## config.mk

```make
export PLATFORM = sky130hd
export DESIGN_NAME = wswc_ctrl
export DESIGN_NICKNAME = d
export VERILOG_FILES = /design/src/hdl/wswc_pkg.sv /design/src/hdl/wswc_ctrl.sv
export VERILOG_INCLUDE_DIRS = /design/src /design/src/hdl
export SDC_FILE = /design/constraint.sdc
export NUM_CORES = 1
export LEC_CHECK = 0
export BUFFER_PORTS_ARGS = -buffer_cell sky130_fd_sc_hd__buf_2
export CAP_MARGIN = 20
export CORE_UTILIZATION = 47
export DETAILED_ROUTE_END_ITERATION = 8
export PLACE_DENSITY = 0.76
export SYNTH_ARGS = -nofsm -noshare
export SYNTH_HDL_FRONTEND = slang
export SYNTH_SLANG_ARGS = --single-unit
export TNS_END_PERCENT = 1
```

## constraint.sdc

```tcl
create_clock -name clk -period 1.5 [get_ports clk]
set_input_delay 0.3 -clock clk [delete_from_list [all_inputs] [get_ports clk]]
set_output_delay 0.3 -clock clk [all_outputs]
set_load 0.02 [all_outputs]
```

## src/hdl/window_smoothness_weight_core_assert.svh

```systemverilog
// Assertion macros for the window smoothness weight core.
// Used by the controller and datapath; needs a clock and an active-low reset.
`ifndef WINDOW_SMOOTHNESS_WEIGHT_CORE_ASSERT_SVH
`define WINDOW_SMOOTHNESS_WEIGHT_CORE_ASSERT_SVH

// same-cycle implication
`define WSWC_ASSERT_IMP(lbl, clk, rst_n, ante, cons) \
  lbl: assert property (@(posedge clk) disable iff (!rst_n) (ante) |-> (cons)) \
    else $error("assertion failed");

// next-cycle implication
`define WSWC_ASSERT_NXT(lbl, clk, rst_n, ante, cons) \
  lbl: assert property (@(posedge clk) disable iff (!rst_n) (ante) |=> (cons)) \
    else $error("assertion failed");

`endif

```

## src/hdl/wswc_pkg.sv

```systemverilog
// Shared types and constants for the window smoothness weight core.
// No dependencies.
package wswc_pkg;

  localparam int MAX_WIDTH_DEF = 4096;
  localparam logic [12:0] LINE_WIDTH_RST = 13'd1024;
  localparam logic [15:0] EPS_Q15 = 16'd33;
  localparam logic [15:0] ONE_Q15 = 16'd32768;

  // last step index of each iterative phase
  localparam logic [4:0] ACC_LAST = 5'd24;
  localparam logic [4:0] ROOT_LAST = 5'd20;
  localparam logic [4:0] DIV_LAST = 5'd21;

  typedef enum logic [3:0] {
    ST_IDLE, ST_LOAD, ST_ACC, ST_SQ, ST_DIFF, ST_ROOT,
    ST_TINI, ST_SMUL, ST_WINI, ST_DIVW, ST_FIN
  } state_t;

  typedef struct packed {
    logic       take;
    logic       load;
    logic       acc;
    logic       sq;
    logic       diff;
    logic       root;
    logic       tini;
    logic       div;
    logic       smul;
    logic       wini;
    logic       emit;
    logic [4:0] idx;
  } cmd_t;

  typedef struct packed {
    logic out_busy;
  } status_t;

endpackage

```

## src/hdl/wswc_ctrl.sv

```systemverilog
// Controller for the window smoothness weight core: sequences one transfer
// through load, accumulate, square root, scaling and the mean division. Uses wswc_pkg.
`include "window_smoothness_weight_core_assert.svh"

module wswc_ctrl (
  input  logic              clk,
  input  logic              rst_n,
  input  logic              in_valid,
  output logic              in_ready,
  input  wswc_pkg::status_t status,
  output wswc_pkg::cmd_t    cmd
);

  wswc_pkg::state_t state_r, state_nxt;
  logic [4:0] cnt_r, cnt_nxt;

  // state and step counter
  always_ff @(posedge clk) begin
    if (!rst_n) begin
      state_r <= wswc_pkg::ST_IDLE;
      cnt_r   <= '0;
    end else begin
      state_r <= state_nxt;
      cnt_r   <= cnt_nxt;
    end
  end

  // next state and commands
  always_comb begin
    state_nxt = state_r;
    cnt_nxt   = '0;
    cmd       = '0;
    cmd.idx   = cnt_r;
    in_ready  = 1'b0;
    case (state_r)
      wswc_pkg::ST_IDLE: begin
        in_ready = 1'b1;
        if (in_valid) begin
          cmd.take  = 1'b1;
          state_nxt = wswc_pkg::ST_LOAD;
        end
      end
      wswc_pkg::ST_LOAD: begin
        cmd.load  = 1'b1;
        state_nxt = wswc_pkg::ST_ACC;
      end
      wswc_pkg::ST_ACC: begin
        cmd.acc = 1'b1;
        cnt_nxt = cnt_r + 5'd1;
        if (cnt_r == wswc_pkg::ACC_LAST) begin
          cnt_nxt   = '0;
          state_nxt = wswc_pkg::ST_SQ;
        end
      end
      wswc_pkg::ST_SQ: begin
        cmd.sq    = 1'b1;
        state_nxt = wswc_pkg::ST_DIFF;
      end
      wswc_pkg::ST_DIFF: begin
        cmd.diff  = 1'b1;
        state_nxt = wswc_pkg::ST_ROOT;
      end
      wswc_pkg::ST_ROOT: begin
        cmd.root = 1'b1;
        cnt_nxt  = cnt_r + 5'd1;
        if (cnt_r == wswc_pkg::ROOT_LAST) begin
          cnt_nxt   = '0;
          state_nxt = wswc_pkg::ST_TINI;
        end
      end
      wswc_pkg::ST_TINI: begin
        cmd.tini  = 1'b1;
        state_nxt = wswc_pkg::ST_SMUL;
      end
      wswc_pkg::ST_SMUL: begin
        cmd.smul  = 1'b1;
        state_nxt = wswc_pkg::ST_WINI;
      end
      wswc_pkg::ST_WINI: begin
        cmd.wini  = 1'b1;
        state_nxt = wswc_pkg::ST_DIVW;
      end
      wswc_pkg::ST_DIVW: begin
        cmd.div = 1'b1;
        cnt_nxt = cnt_r + 5'd1;
        if (cnt_r == wswc_pkg::DIV_LAST) begin
          cnt_nxt   = '0;
          state_nxt = wswc_pkg::ST_FIN;
        end
      end
      wswc_pkg::ST_FIN: begin
        // wait for a free output slot
        if (!status.out_busy) begin
          cmd.emit  = 1'b1;
          state_nxt = wswc_pkg::ST_IDLE;
        end
      end
      default: begin
        state_nxt = wswc_pkg::ST_IDLE;
      end
    endcase
  end

  `WSWC_ASSERT_NXT(a_take_loads, clk, rst_n, cmd.take, state_r == wswc_pkg::ST_LOAD)
  `WSWC_ASSERT_IMP(a_emit_free, clk, rst_n, cmd.emit, !status.out_busy)
  `WSWC_ASSERT_IMP(a_cnt_bound, clk, rst_n, 1'b1, cnt_r <= wswc_pkg::ACC_LAST)

endmodule

```

==> results.toml <==
[global_routing]
grt_pass1_wl_um = 2570
grt_max_degree = 9
grt_pass1_vias = 586
overflow = 0
grt_usage_pct = 26.8
antenna_found_initial = 0

[cts]
cts_buffers = 3
clock_latency_ps = 260
cts_tree = "done"
root_buffer = "clkbuf_4"
cts_buffer_depth = 2
htree_num_levels = 1
clk_pin_slew_ps = 60
cts_sinks = 9

[setup_path]
reg2reg_to = "state_r[1]"
path_depth = 4
r2r-start = "state_r[2]"
worst-path-buf-inv = 2
cp-end-kind = "output port"
r2r_slack_ps = 20
worstPathArrival_ps = 1260
r2r_cells = 5
crit_fanout = 5
cp_cell_sequence = "buf_6 > or2_4 > nor3_2 > buf_4"
slowest_stage = "dfxtp_4"
required_ps = 1200
slowest_delay_ps = 350
cpLargestDelayFamily = "simple AND/OR/NAND/NOR gates"
cp-start-kind = "flop"
critPathKind = "reg2out"

[min_path]
min_from = "rst_n"
worstHoldPathCells = 3
holdPathEnd = "state_r[3]"
min_path_type = "in2reg"

[drt]
vias = 671
ant_nets = 0
via_per_inst = 5.64
drc = 0
wl_um = 1770
routedWlPerCell_um = 14.9
drt_iter0_drc = 12
firstDrtPassIters = 4

[timing]
min_period_ps = 1560
drv_slew = 0
max_slew_margin_pct = 80.8
finalSetupViolations = 11
whs_ps = 328
grt_setup_unrepaired = "true"
worstMarginPinSlew_ps = 286
setup_slack_ps = -57.0
finalHoldViolCount = 0
min_period_over_period_pct = 104
clock_skew_ps = 3.03
max_freq_mhz = 642

[layout]
stdcell_count = 119
n_antenna_cell = 0
fill_cells = 82
stdcell_area_um2 = 910
drive_above_1_share_pct = 47.6
final_nets = 113
syn_to_final_growth_pct = 49.3

[placed_design]
hpwl_um = 1180
dpl_cell_area_um2 = 761
pre_cts_ws_ps = 52.6
place_congestion = 0.800
dp_cells = 112
port_buffers = 20

[power]
p_per_area_mw_per_mm2 = 1450
irDropWorstVdd_v = 0.000675
power_mw = 1.32
leakage_nw = 0.406

[logic_synthesis]
synth_warnings = 0
synth.yosys.seq_area_share_pct = 29.6
synth_ff_type = "dfxtp_1"
synthCells = 74
synth.distinct_cells = 30
async_flop_share_pct = 0
synth_edf_count = 0
synthesis.area_um2 = 609
ys_ff_latch = 9
synth_fp_nets = 81
avgSynthCellArea_um2 = 8.23

[floorplanning]
rows = 12
io_pins = 21
core-area_mm2 = 0.00116
die_w_um = 38.0
die_h_um = 38.0
die_area_mm2 = 0.00144
initial_utilization_pct = 52.7

[status]
status = "complete, but fails checks"
violations = "negative setup slack"

[flow_run]
drv_cap = 0
[layout make-up]
class                      count  area (um^2)  area share [%]
multi-input combinational     58          434            47.7
timing repair buffer          31          226            24.9
sequential                     9          193            21.2
clock buffer                   3         22.5            2.48
tap                           14         17.5            1.93
inverter                       3         11.3            1.24
clock inverter                 1         5.00           0.550
[synth_stat cells, drive strengths merged, types with 3 or more instances]
library cell	count	area, um^2
xor2	3	26.3
o21ai	4	23.8
and3	4	25.0
buf	4	26.3
inv	3	11.3
nand2b	3	18.8
nor3	3	15.0
nand4b	3	26.3
dfxtp	9	180
nand2	4	15.0
ha	3	37.5
nor2	15	58.8
[worst register-to-register path, delay by kind of cell (launching register included)]
kind / cells / cell delay (ps)
buffers and inverters: 1 / 120
DFF: 1 / 350
AOI/OAI and AO/OA: 2 / 480
and+or+nand+nor: 2 / 430
[through the flow]
| stage | TNS (ps) | utilization (%) |
|---|---|---|
| final | -229 | 78.7 |
| after global routing | -730 | 78.7 |
| after CTS | -287 | 74.1 |
| after detailed placement | 0 | 65.8 |
| after global placement | 0 | 65.8 |
| after floorplan | 0 | - |
[per-layer routing]
layer / wire length, um / up-vias / track usage, % / part of all wire [%]
li1: - / 322 / - / -
met1: 695 / 314 / 31.4 / 39
met2: 899 / 31 / 44.8 / 51
met3: 152 / 4 / 12.2 / 8.6
met4: 23 / 0 / 5.36 / 1.3
met5: 0 / - / 0 / 0
[cells by family after synthesis]
logic type | count (synthesis) | share of synthesized area (%)
AO/OA/AOI/OAI | 10 | 11.7
XOR/XNOR | 4 | 5.75
adder cells (fa/ha/maj) | 3 | 6.16
buffers and inverters | 7 | 6.16
flip-flops | 9 | 29.6
AND/OR/NAND/NOR | 41 | 40.7
[state kept, by name (all words and copies together) (netlist names)]
register / count
cnt_r: 5
state_r: 4
[where the power goes]
part           internal [mW]  switching [mW]  leakage, nW  total (mW)
Clock                 0.0986          0.0926       0.0177       0.191
Sequential             0.287          0.0744       0.0755       0.361
Combinational          0.353           0.413        0.313       0.766
Total                  0.738           0.580        0.406        1.32
[layout by cell type, fill, tap and decap left out, drive strengths merged]
cell type and instances:
o31a 1, or2 1, nand2 4, nand4b 3
nand3 2, nand2b 3, and4bb 2, and2 1
clkbuf 3, and4b 1, clkinv 1, and3 4
ha 3, a31oi 1, a21oi 1, o21ai 4
xnor2 1, xor2 3, nor2 15, nor4b 1
a22o 2, inv 3, a32o 1, dfxtp 9
nor3 3, buf 31, nor3b 1
[how the worst max path moves through the flow]
stage	startpoint	endpoint	slack [ps]
global route	state_r[2]	in_ready	-100
finish	state_r[2]	in_ready	-60
global placement	state_r[2]	cnt_r[2]	100
floorplan	state_r[1]	in_ready	4
detailed placement	state_r[2]	cnt_r[4]	50
CTS	state_r[3]	cmd[5]	-40
[timing repair]
item	in CTS	in global routing
pin swaps	3	1
setup endpoints to repair	12	14
buffers inserted	2	1
gates cloned	0	0
hold buffers	0	0
gates resized for setup	21	11
No activity file was read; power rests on OpenSTA's default activity.
